==> src/mssc_pkg.sv <==
// Package for the motor speed step controller: field widths, arithmetic constants
// and the band table that seeds the drive level on a target change.
// No dependencies.
package mssc_pkg;

  localparam int TargetW = 16;
  localparam int EncW    = 32;
  localparam int TimeW   = 32;
  localparam int DriveW  = 9;
  localparam int RpmW    = 8;
  localparam int AngleW  = 10;
  localparam int InDataW  = 80;
  localparam int OutDataW = 24;

  // Magnitude of encoder_count / 2 needs 31 bits, and the angle remainder stays below 360.
  localparam int ModBits    = EncW - 1;
  localparam int RemW       = 9;
  localparam int AngleMod   = 360;
  // The speed dividend is |delta angle| * 1000, at most 718000.
  localparam int NumW       = 20;
  localparam int DenW       = TimeW + 3;
  localparam int MsScale    = 1000;
  localparam int EstLimit   = 80;
  localparam int DriveWrap  = 256;
  localparam int BandMax    = 70;
  localparam int BandStep   = 10;
  localparam int BandCount  = 7;

  typedef logic signed [DriveW-1:0] drive_t;

  localparam drive_t POS_SEED [BandCount] = '{
    9'sd30, 9'sd45, 9'sd55, 9'sd67, 9'sd82, 9'sd110, 9'sd180
  };
  localparam drive_t NEG_SEED [BandCount] = '{
    -9'sd30, -9'sd45, -9'sd57, -9'sd67, -9'sd82, -9'sd110, -9'sd145
  };

  // Nonzero targets within 70 RPM of zero pick a seed by 10 RPM band; all others keep the drive.
  function automatic drive_t band_seed(logic signed [TargetW-1:0] t, drive_t keep);
    logic signed [TargetW:0] mag;
    logic [2:0]              idx;
    drive_t                  res;
    mag = t[TargetW-1] ? -(TargetW+1)'(t) : (TargetW+1)'(t);
    idx = '0;
    for (int k = 1; k < BandCount; k++) begin
      if (mag > (TargetW+1)'(k * BandStep)) begin
        idx = 3'(k);
      end
    end
    res = keep;
    if (t != '0 && mag <= (TargetW+1)'(BandMax)) begin
      res = t[TargetW-1] ? NEG_SEED[idx] : POS_SEED[idx];
    end
    return res;
  endfunction

endpackage

==> src/motor_speed_step_controller.sv <==
// Top level of the motor speed step controller: stream ports, bit-serial modulo-360
// reduction, bit-serial restoring speed divider and the drive update.
// Depends on mssc_pkg.

// One transaction in gives one transaction out. When the angle changed over a nonzero
// elapsed time, an item passes through reducing the halved encoder count modulo 360 one
// bit per cycle, forming the speed dividend and divisor, the one-bit-per-cycle restoring
// divider and the drive update. Otherwise the divider is skipped. The drive update waits
// while an earlier result in the output register has not been taken, and the input is
// ready again in the cycle after the drive update. A new item is taken once the previous
// one has reached the output register, even while that result still waits for tready.
module motor_speed_step_controller (
  input  logic                          clk_i,
  input  logic                          rst_ni,
  input  logic                          s_axis_tvalid_i,
  output logic                          s_axis_tready_o,
  // target_rpm [15:0], encoder_count [47:16], time_ms [79:48]
  input  logic [mssc_pkg::InDataW-1:0]  s_axis_tdata_i,
  output logic                          m_axis_tvalid_o,
  input  logic                          m_axis_tready_i,
  // drive [8:0], measured_rpm [16:9], zero [23:17]
  output logic [mssc_pkg::OutDataW-1:0] m_axis_tdata_o
);

  typedef enum logic [4:0] {
    ST_IDLE   = 5'b00001,
    ST_REDUCE = 5'b00010,
    ST_PREP   = 5'b00100,
    ST_DIVIDE = 5'b01000,
    ST_FINISH = 5'b10000
  } state_e;

  state_e state_q, state_d;

  logic [4:0]                            cnt_q, cnt_d;
  logic signed [mssc_pkg::TargetW-1:0]   tgt_q;
  logic [mssc_pkg::TimeW-1:0]            now_q;
  logic                                  encneg_q;
  logic [mssc_pkg::ModBits-1:0]          shr_q;
  logic [mssc_pkg::RemW-1:0]             rem_q;
  logic signed [mssc_pkg::AngleW-1:0]    angle_q;
  logic                                  changed_q;
  logic                                  div_q;
  logic                                  qneg_q;
  logic [mssc_pkg::NumW-1:0]             dvd_q;
  logic [mssc_pkg::DenW-1:0]             den_q;
  logic [mssc_pkg::DenW-1:0]             prem_q;

  logic signed [mssc_pkg::TargetW-1:0]   prev_target_q;
  mssc_pkg::drive_t                      drive_q;
  logic signed [mssc_pkg::AngleW-1:0]    prev_angle_q;
  logic [mssc_pkg::TimeW-1:0]            prev_time_q;
  logic signed [mssc_pkg::RpmW-1:0]      speed_q;

  logic                                  m_tvalid_q;
  logic [mssc_pkg::OutDataW-1:0]         m_tdata_q;

  logic                                  in_fire;
  logic                                  commit;
  logic                                  red_last;
  logic                                  div_last;

  // Input field split and encoder magnitude.
  logic signed [mssc_pkg::TargetW-1:0]   in_target;
  logic signed [mssc_pkg::EncW-1:0]      in_enc;
  logic [mssc_pkg::TimeW-1:0]            in_time;
  logic [mssc_pkg::EncW-1:0]             enc_abs;

  assign in_target = s_axis_tdata_i[15:0];
  assign in_enc    = s_axis_tdata_i[47:16];
  assign in_time   = s_axis_tdata_i[79:48];
  assign enc_abs   = in_enc[mssc_pkg::EncW-1] ? -in_enc : in_enc;

  assign s_axis_tready_o = (state_q == ST_IDLE);
  assign in_fire         = s_axis_tvalid_i && s_axis_tready_o;
  assign commit          = (state_q == ST_FINISH) && (!m_tvalid_q || m_axis_tready_i);
  assign red_last        = (cnt_q == 5'(mssc_pkg::ModBits - 1));
  assign div_last        = (cnt_q == 5'(mssc_pkg::NumW - 1));

  // One step of the modulo-360 reduction, most significant bit first.
  logic [mssc_pkg::RemW:0] red_t;
  logic [mssc_pkg::RemW:0] red_r;
  always_comb begin
    red_t = {rem_q, shr_q[mssc_pkg::ModBits-1]};
    red_r = (red_t >= (mssc_pkg::RemW+1)'(mssc_pkg::AngleMod))
          ? red_t - (mssc_pkg::RemW+1)'(mssc_pkg::AngleMod) : red_t;
  end

  // Angle, delta and the divider operands.
  logic signed [mssc_pkg::AngleW-1:0]    angle_c;
  logic signed [mssc_pkg::AngleW:0]      delta_c;
  logic [mssc_pkg::AngleW-1:0]           dmag_c;
  logic [mssc_pkg::TimeW-1:0]            elapsed_c;
  logic [mssc_pkg::DenW-1:0]             den_c;
  logic [mssc_pkg::NumW-1:0]             num_c;
  always_comb begin
    angle_c   = encneg_q ? -mssc_pkg::AngleW'(rem_q) : mssc_pkg::AngleW'(rem_q);
    delta_c   = (mssc_pkg::AngleW+1)'(angle_c) - (mssc_pkg::AngleW+1)'(prev_angle_q);
    dmag_c    = delta_c[mssc_pkg::AngleW] ? mssc_pkg::AngleW'(-delta_c)
                                          : mssc_pkg::AngleW'(delta_c);
    num_c     = mssc_pkg::NumW'(dmag_c) * mssc_pkg::NumW'(mssc_pkg::MsScale);
    elapsed_c = now_q - prev_time_q;
    // elapsed * 6 as (elapsed << 2) + (elapsed << 1).
    den_c     = (mssc_pkg::DenW'(elapsed_c) << 2) + (mssc_pkg::DenW'(elapsed_c) << 1);
  end

  // One restoring division step.
  logic [mssc_pkg::DenW:0] div_t;
  logic                    div_ge;
  always_comb begin
    div_t  = {prem_q, dvd_q[mssc_pkg::NumW-1]};
    div_ge = (div_t >= {1'b0, den_q});
  end

  // Speed acceptance and drive update.
  logic signed [mssc_pkg::RpmW-1:0]      est_c;
  mssc_pkg::drive_t                      seed_c;
  logic signed [mssc_pkg::DriveW:0]      step_c;
  mssc_pkg::drive_t                      drive_c;
  always_comb begin
    est_c = speed_q;
    if (div_q && dvd_q < mssc_pkg::NumW'(mssc_pkg::EstLimit)) begin
      est_c = qneg_q ? -mssc_pkg::RpmW'(dvd_q) : mssc_pkg::RpmW'(dvd_q);
    end
    seed_c = (tgt_q != prev_target_q) ? mssc_pkg::band_seed(tgt_q, drive_q) : drive_q;
    step_c = (mssc_pkg::DriveW+1)'(seed_c);
    if (mssc_pkg::TargetW'(est_c) < tgt_q) begin
      step_c = (mssc_pkg::DriveW+1)'(seed_c) + (mssc_pkg::DriveW+1)'(1);
    end
    if (mssc_pkg::TargetW'(est_c) > tgt_q) begin
      step_c = (mssc_pkg::DriveW+1)'(seed_c) - (mssc_pkg::DriveW+1)'(1);
    end
    // Truncating modulo 256 only ever folds the two extreme values; a zero target clears the drive.
    if (step_c == (mssc_pkg::DriveW+1)'(mssc_pkg::DriveWrap) ||
        step_c == -(mssc_pkg::DriveW+1)'(mssc_pkg::DriveWrap) || tgt_q == '0) begin
      drive_c = '0;
    end else begin
      drive_c = mssc_pkg::DriveW'(step_c);
    end
  end

  always_comb begin
    state_d = state_q;
    cnt_d   = cnt_q + 5'd1;
    case (state_q)
      ST_IDLE: begin
        cnt_d = '0;
        if (in_fire) begin
          state_d = ST_REDUCE;
        end
      end
      ST_REDUCE: begin
        if (red_last) begin
          state_d = ST_PREP;
        end
      end
      ST_PREP: begin
        cnt_d = '0;
        if (angle_c != prev_angle_q && elapsed_c != '0) begin
          state_d = ST_DIVIDE;
        end else begin
          state_d = ST_FINISH;
        end
      end
      ST_DIVIDE: begin
        if (div_last) begin
          state_d = ST_FINISH;
        end
      end
      ST_FINISH: begin
        if (commit) begin
          state_d = ST_IDLE;
        end
      end
      default: begin
        state_d = ST_IDLE;
      end
    endcase
  end

  always_ff @(posedge clk_i or negedge rst_ni) begin
    if (!rst_ni) begin
      state_q       <= ST_IDLE;
      cnt_q         <= '0;
      prev_target_q <= '0;
      drive_q       <= '0;
      prev_angle_q  <= '0;
      prev_time_q   <= '0;
      speed_q       <= '0;
      m_tvalid_q    <= 1'b0;
      div_q         <= 1'b0;
      changed_q     <= 1'b0;
    end else begin
      state_q <= state_d;
      cnt_q   <= cnt_d;
      if (state_q == ST_PREP) begin
        changed_q <= (angle_c != prev_angle_q);
        div_q     <= (angle_c != prev_angle_q) && (elapsed_c != '0);
      end
      if (commit) begin
        prev_target_q <= tgt_q;
        drive_q       <= drive_c;
        speed_q       <= est_c;
        if (changed_q) begin
          prev_angle_q <= angle_q;
          prev_time_q  <= now_q;
        end
        m_tvalid_q <= 1'b1;
      end else if (m_axis_tready_i) begin
        m_tvalid_q <= 1'b0;
      end
    end
  end

  // Datapath registers.
  always_ff @(posedge clk_i) begin
    case (state_q)
      ST_IDLE: begin
        if (in_fire) begin
          tgt_q    <= in_target;
          now_q    <= in_time;
          encneg_q <= in_enc[mssc_pkg::EncW-1];
          shr_q    <= enc_abs[mssc_pkg::EncW-1:1];
          rem_q    <= '0;
        end
      end
      ST_REDUCE: begin
        rem_q <= red_r[mssc_pkg::RemW-1:0];
        shr_q <= {shr_q[mssc_pkg::ModBits-2:0], 1'b0};
      end
      ST_PREP: begin
        angle_q <= angle_c;
        qneg_q  <= delta_c[mssc_pkg::AngleW];
        dvd_q   <= num_c;
        den_q   <= den_c;
        prem_q  <= '0;
      end
      ST_DIVIDE: begin
        prem_q <= div_ge ? mssc_pkg::DenW'(div_t - {1'b0, den_q})
                         : mssc_pkg::DenW'(div_t);
        dvd_q  <= {dvd_q[mssc_pkg::NumW-2:0], div_ge};
      end
      ST_FINISH: begin
        if (commit) begin
          m_tdata_q <= {7'd0, est_c, drive_c};
        end
      end
      default: begin
      end
    endcase
  end

  assign m_axis_tvalid_o = m_tvalid_q;
  assign m_axis_tdata_o  = m_tdata_q;

  // An accepted transaction always starts the modulo reduction.
  a_start_reduce: assert property (@(posedge clk_i) disable iff (!rst_ni)
    in_fire |=> state_q == ST_REDUCE)
    else $error("accepted transaction did not start the reduction");

  // The remainder at the end of the reduction stays below the modulus.
  a_rem_range: assert property (@(posedge clk_i) disable iff (!rst_ni)
    (state_q == ST_PREP) |-> (rem_q < mssc_pkg::RemW'(mssc_pkg::AngleMod)))
    else $error("angle remainder out of range");

  // A new result appears only from the drive update.
  a_out_source: assert property (@(posedge clk_i) disable iff (!rst_ni)
    $rose(m_tvalid_q) |-> $past(state_q == ST_FINISH))
    else $error("output valid rose outside the drive update");

  // The stored drive level never holds the folded extreme value.
  a_drive_range: assert property (@(posedge clk_i) disable iff (!rst_ni)
    drive_q != {1'b1, {(mssc_pkg::DriveW-1){1'b0}}})
    else $error("drive level out of range");

endmodule
==> config.mk <==
export PLATFORM = sky130hd
export DESIGN_NAME = motor_speed_step_controller
export DESIGN_NICKNAME = d
export VERILOG_FILES = /design/src/mssc_pkg.sv /design/src/motor_speed_step_controller.sv
export SDC_FILE = /design/constraint.sdc
export NUM_CORES = 1
export LEC_CHECK = 0
export CORE_MARGIN = 1
export CORE_UTILIZATION = 50
export CTS_BUF_LIST = sky130_fd_sc_hd__clkbuf_16
export DETAILED_ROUTE_END_ITERATION = 6
export DONT_BUFFER_PORTS = 1
export PLACE_DENSITY_LB_ADDON = 0.2
export SLEW_MARGIN = 20
export SYNTH_ARGS = -nofsm -noshare
export SYNTH_HDL_FRONTEND = slang
export SYNTH_SLANG_ARGS = --single-unit
==> constraint.sdc <==
create_clock -name clk_i -period 14.25 [get_ports clk_i]
set_input_delay 0 -clock clk_i [delete_from_list [all_inputs] [get_ports clk_i]]
set_output_delay 0 -clock clk_i [all_outputs]
set_load 0.02 [all_outputs]
==> reports/summary.txt, run 1 <==
Status = finished with violations
Failing checks = DRC
Slew margin rel. = 0.3243
H-tree depth = 2
IO Pins = 110
Filler cell count = 3494
CTS tree = done
Vias in the first global route = 15100
Syn. warnings = 0
FP Rows = 74
Crit path launch type = flop
Area leader, netlist = edfxtp_1
Cts bufs inserted = 36
Clock Sinks = 294
Vias per inst = 5.501
Core ar. = 41200 sq um
Slowest Stage Delay on Critical Path = 640 ps
Most frequent cells in the layout = inv_1, edfxtp_1, ha_1
Largest net degree at the start of global routing = 89
Post-DRT Antenna Nets = 0
CP max-delay cell = xnor2_1
Port Buffers = 0
Critical path endpoint category = flop
GP Congestion = 0.8833
Dpl ws = 6147 ps
Max Fclk = 123.6 MHz
First-pass GRT wire length = 72190 microns
Critical Path Fanout Max = 10
Clock Root Buffer = clkbuf_16
Die span in x = 207.5 microns
Die Y = 207.5 microns
Post-synth top flop = edfxtp_1
Tightest Pin Transition = 1007 ps
Post-synth ARST share = 0.2993
DRT Pass-1 Iters = 7
Starting Density = 0.5125
Vias = 15380
Crit path DAT = 8360 ps
Worst clock skew = 14.22 ps
Max Cap Viol = 0
Flops & latches, synth = 294
Worst-Skew Late Latency = 550 ps
Setup violators final = 0
Synth unique cells = 90
Overall Global Routing Usage = 0.2005
Setup CP Type = flop to flop
Area contributors post-synth = edfxtp_1, ha_1, dfrtp_1, inv_1, xnor2_1
Syn_area_per_cell = 9.850 sq um
Clock-pin slew on the worst setup and hold paths = 60 ps
Share of layout cells above drive strength 1 = 0.06717
Final Hold Viols = 0
Antenna Cells = 0
Post-synth EDFFs = 206
Critical Path RT = 14530 ps
Final worst path period share = 0.5676
Area Growth Syn to Fin = 12.58%
Post-Synthesis Cells = 2144
Total gr overflow = 0
DRT iter0 DRCs = 826
# nets final = 2552
Sequential fraction of the synthesis area = 0.3973
Hold WC Path Type = primary input to flop
Routed wire length per instance = 15.32 microns
Setup WS post-layout = 6162 ps
Max-slew violations = 0
Commonest non-fill, non-tap cell in the layout = inv_1
DP HPWL = 30670 microns
Mapped cell area = 21120 sq um
Clock Tree Buf Depth = 3
CTS resizes = 0
Initial antenna violation count = 0
Setup TNS = 0 ps
RSZ-0062 raised after global routing = false
Synth top area share = 0.2929
Final worst path period need = 8088 ps
DRC violation count after routing = 2
DIE AREA = 43060 sq um
Routed wire length = 42820 microns
[per-stage QoR]
stage / instances / util / hold WS, ps / cell area, sq um
floorplan: 2150 / - / -295.6 / 21140
global placement: 2628 / 0.5245 / -292.5 / 21610
detailed placement: 2628 / 0.5245 / -293.2 / 21610
CTS: 2794 / 0.5768 / 23.72 / 23760
global route: 2795 / 0.5770 / 51.75 / 23770
finish: 2795 / 0.5770 / 57.70 / 23770
[registers in the layout, indices dropped and copies added, names as in the netlist, 9 cells and up]
name,count
angle_q,10
den_q,34
drive_q,9
dvd_q,20
m_axis_tdata_o,17
now_q,32
prem_q,35
prev_angle_q,10
prev_target_q,16
prev_time_q,32
rem_q,9
shr_q,31
tgt_q,16
[timing repair]
item / 4_1_cts / 5_1_grt
endpoints found under the hold margin: 173 / 1
setup buffers: 0 / 0
hold buffers: 100 / 1
[kinds of logic after synthesis]
| family | after synthesis | share of synthesized area |
|---|---|---|
| compound gates | 444 | 0.1372 |
| xor+xnor | 193 | 0.08004 |
| fa+ha+maj | 233 | 0.1505 |
| buf+inv | 309 | 0.05735 |
| flops | 294 | 0.3973 |
| mux | 86 | 0.04390 |
| other cells | 1 | 0.0001776 |
| simple gates | 584 | 0.1335 |
[critical path, delay by kind of cell, from the launching register on]
kind / cells / cell delay [ps]
and+or+nand+nor: 4 / 430
buffers and inverters: 6 / 540
xor gates and xnor gates: 2 / 760
AOI/OAI and AO/OA: 17 / 3080
DFF: 1 / 520
adders and majority gates: 6 / 2480
[cell usage after synthesis, types with 5 or more instances]
cell / instances
a211oi_1: 18
a21boi_0: 9
a21o_1: 35
a21oi_1: 96
a221oi_1: 6
a31o_2: 7
a31oi_1: 19
and2_1: 16
and3_1: 11
buf_4: 8
clkbuf_1: 45
dfrtp_1: 87
edfxtp_1: 206
fa_1: 35
ha_1: 198
inv_1: 245
mux2_2: 53
mux2i_1: 33
nand2_1: 161
nand2b_1: 19
nand3_1: 35
nand3b_1: 5
nand4_1: 27
nor2_1: 171
nor2b_1: 25
nor3_1: 40
nor4_1: 12
o211ai_1: 10
o21a_1: 19
o21ai_0: 126
o21bai_1: 19
o31ai_1: 20
o41ai_1: 6
or2_2: 5
or3_1: 24
or4_1: 12
xnor2_1: 100
xor2_1: 93
[routing by layer]
| layer | GRT usage | part of all wire |
|---|---|---|
| met1 | 0.2643 | 0.47 |
| met2 | 0.3418 | 0.48 |
| met3 | 0.03192 | 0.035 |
| met4 | 0.05404 | 0.020 |
| met5 | 0 | 0 |
[final timing paths]
path	startpoint	end	slack, ps	cells past startpoint
max	encneg_q	dvd_q[19]	6160	35
min	s_axis_tdata_i[31]	shr_q[18]	60	4
max reg2reg	encneg_q	dvd_q[19]	6160	35
min reg2reg	rem_q[0]	angle_q[0]	450	0
max in group asynchronous	rst_ni	state_q[0]	13760	2
min in group asynchronous	rst_ni	prev_target_q[6]	70	2
[layout make-up]
cell class | count | area (sq um) | share of cell area
clock inverters | 29 | 209.0 | 0.008789
inverters | 245 | 919.6 | 0.03868
clock buffers | 37 | 925.9 | 0.03895
flip-flops and latches | 294 | 8389 | 0.3529
multi-input cells | 1547 | 11570 | 0.4865
well taps | 532 | 665.6 | 0.02800
repair buffers | 111 | 1099 | 0.04621
Power of run 1 is left out: the tool's default activity adds up to more than one toggle a clock period on the data nets, which glitch-free logic cannot reach.
==> run 2: changes to the inputs <==
==> constraint.sdc (replaced) <==
create_clock -name clk_i -period 6.6 [get_ports clk_i]
set_input_delay 0 -clock clk_i [delete_from_list [all_inputs] [get_ports clk_i]]
set_output_delay 0 -clock clk_i [all_outputs]
set_load 0.02 [all_outputs]
==> run 2 against run 1 <==
  * The run ends with setup timing left
  * Global-route usage increased by 0.80 points
  * Clock-buffer cell count increased by 1
  * Hold slack got worse by 7.6 ps
  * Wire length increased by 4.2%
  * Critical path depth increased by 4
  * Non-clock buffer count increased by 90
  * First-iteration DRC count increased by 11%
  * Critical endpoint unchanged
  * Flip-flop and latch count unchanged
==> reports/summary.txt, run 2 (synthesis results as in run 1) <==
Failing checks = setup timing
Final Cell Area = 24890 sq um (+4.7%)
Area Growth Syn to Fin = 17.87%
RSZ-0062 raised after global routing = true
Vias in the first global route = 15700 (+4.0%)
Non-Filler Instances = 2885 (+3.2%)
H-tree depth = 2 (unchanged)
FP Rows = 74 (unchanged)
Sequential Area = 8389 sq um (unchanged)
Final worst path period share = 1.031 (+0.4634)
Setup WS post-layout = -204.9 ps (-6367 ps)
Setup CP Type = flop to flop
Max Fclk = 147.0 MHz (+19%)
CP max-delay cell = fa_1
GP Congestion = 0.8773 (-0.68%)
Status = finished with violations
Worst r2r src = rem_q[0]
Critical Path Fanout Max = 4 (-6)
Vias = 15790 (+2.7%)
Hold WC Path Type = primary input to flop
Critical path endpoint category = flop
Die span in x = 207.5 microns (unchanged)
Routed wire length per instance = 15.47 microns (+0.99%)
Starting Density = 0.5125 (unchanged)
Hold worst-path end = shr_q[18]
Antenna Cells = 0 (unchanged)
Commonest non-fill, non-tap cell in the layout = inv_1
DRC violation count after routing = 0 (-2)
Largest Register = prem_q
DP Area = 22250 sq um (+2.9%)
Core ar. = 41200 sq um (unchanged)
Final Hold Viols = 0 (unchanged)
Most frequent cells in the layout = inv_1, edfxtp_1, ha_1
Regs by FF count = prem_q (35), den_q (34)
Share of layout cells above drive strength 1 = 0.1279 (+0.06075)
Initial antenna violation count = 0 (unchanged)
Worst R2R End = dvd_q[19]
Critical Path RT = 6870 ps (-7660 ps)
Fin util = 0.6041 (+0.02712)
Setup crit start = rem_q[0]
DP HPWL = 31560 microns (+2.9%)
Die Y = 207.5 microns (unchanged)
Port Buffers = 0 (unchanged)
Clock Root Buffer = clkbuf_16
Hold path start = s_axis_tdata_i[31]
Worst r2r path cells = 39 (+11%)
First-pass GRT wire length = 74750 microns (+3.6%)
Slew margin rel. = 0.2884 (-0.03594)
# nets final = 2642 (+3.5%)
Post-DRT Antenna Nets = 0 (unchanged)
Max-slew violations = 0 (unchanged)
Overall Global Routing Usage = 0.2085 (+0.007985)
CTS tree = done
Filler cell count = 3384 (-3.1%)
IO Pins = 110 (unchanged)
Placed cell count = 2698 (+2.7%)
DRT Pass-1 Iters = 5 (-2)
Largest net degree at the start of global routing = 89 (unchanged)
Setup violators final = 4 (+4)
Clock Sinks = 294 (unchanged)
Cts bufs inserted = 36 (unchanged)
DIE AREA = 43060 sq um (unchanged)
R2R Setup Slk = -200 ps (-6370 ps)
Setup TNS = -604.1 ps (-604.1 ps)
Worst-Skew Late Latency = 560 ps (about the same)
Final worst path period need = 6805 ps (-1283 ps)
Multi-input gate area = 11910 sq um (+3.0%)
Vias per inst = 5.473 (-0.51%)
Clock-pin slew on the worst setup and hold paths = 60 ps (about the same)
Max Cap Viol = 0 (unchanged)
Slowest Stage Delay on Critical Path = 500 ps (-140 ps)
Max reg flops = 35 (unchanged)
DRT iter0 DRCs = 914 (+11%)
Crit path launch type = flop
Crit path DAT = 7070 ps (-1290 ps)
Clock Tree Buf Depth = 3 (unchanged)
Routed wire length = 44630 microns (+4.2%)
WHS Path Cells = 4 (unchanged)
Tightest Pin Transition = 1059 ps (+51.98 ps)
Worst clock skew = 26.15 ps (+11.93 ps)
Total gr overflow = 0 (unchanged)
## run 2: cell types whose count changed in the layout (fill, tap and decap cells not counted), sizes merged
| cell | before | now |
|---|---|---|
| buf | 12 | 103 |
| clkbuf | 37 | 38 |
| clkinvlp | 5 | 2 |
| clkinv | 12 | 15 |
| bufinv | 2 | 4 |
| inv | 255 | 252 |
| dlygate4sd3 | 99 | 98 |
## run 2: worst max path at each step
stage	cells after the start	slack [ps]	endpoint
after global placement	38	-320	dvd_q[19]
after global routing	40	-550	dvd_q[18]
final	39	-200	dvd_q[19]
after CTS	39	-340	dvd_q[19]
after floorplan	38	-60	dvd_q[19]
after detailed placement	38	-520	dvd_q[19]
## run 2: area by class of cell
| cell class | count | area share |
|---|---|---|
| inverter | 245 | 0.03695 |
| tap | 532 | 0.02674 |
| timing repair buffer | 201 | 0.07148 |
| clock buffer | 38 | 0.03820 |
| clock inverter | 28 | 0.01101 |
| multi-input combinational | 1547 | 0.4786 |
| sequential | 294 | 0.3370 |
## run 2: per-layer routing
| layer | vias up | share of wire | global-route usage |
|---|---|---|---|
| met5 | - | 0 | 0 |
| met4 | 0 | 0.025 | 0.06125 |
| met3 | 86 | 0.033 | 0.03313 |
| met2 | 304 | 0.48 | 0.3612 |
| met1 | 7487 | 0.46 | 0.2680 |
| li1 | 7913 | - | - |
## run 2: what timing repair did
action,CTS,global route
hold endpoints to repair,173,1
pin swaps,40,26
setup endpoints to repair,6,7
hold buffers,99,1
cloned,0,0
setup buffers,13,8
resized for setup,20,23
## run 2: through the flow
step	setup WS (ps)	hold slack, ps
floorplan	-58.99	-295.6
global placement	-319.0	-288.1
detailed placement	-517.3	-287.3
CTS	-337.9	6.233
global route	-546.3	31.86
finish	-204.9	50.06
## run 2: worst max-delay path, delay by kind of cell, from the launching register on
| kind | cells | cell delay (ps) |
|---|---|---|
| buffers and inverters | 10 | 790 |
| XOR/XNOR | 1 | 150 |
| adder cells (fa/ha/maj) | 7 | 2770 |
| AO/OA/AOI/OAI | 17 | 2050 |
| AND/OR/NAND/NOR | 4 | 410 |
| flip-flops | 1 | 350 |
Power of run 2 is left out for the same reason.
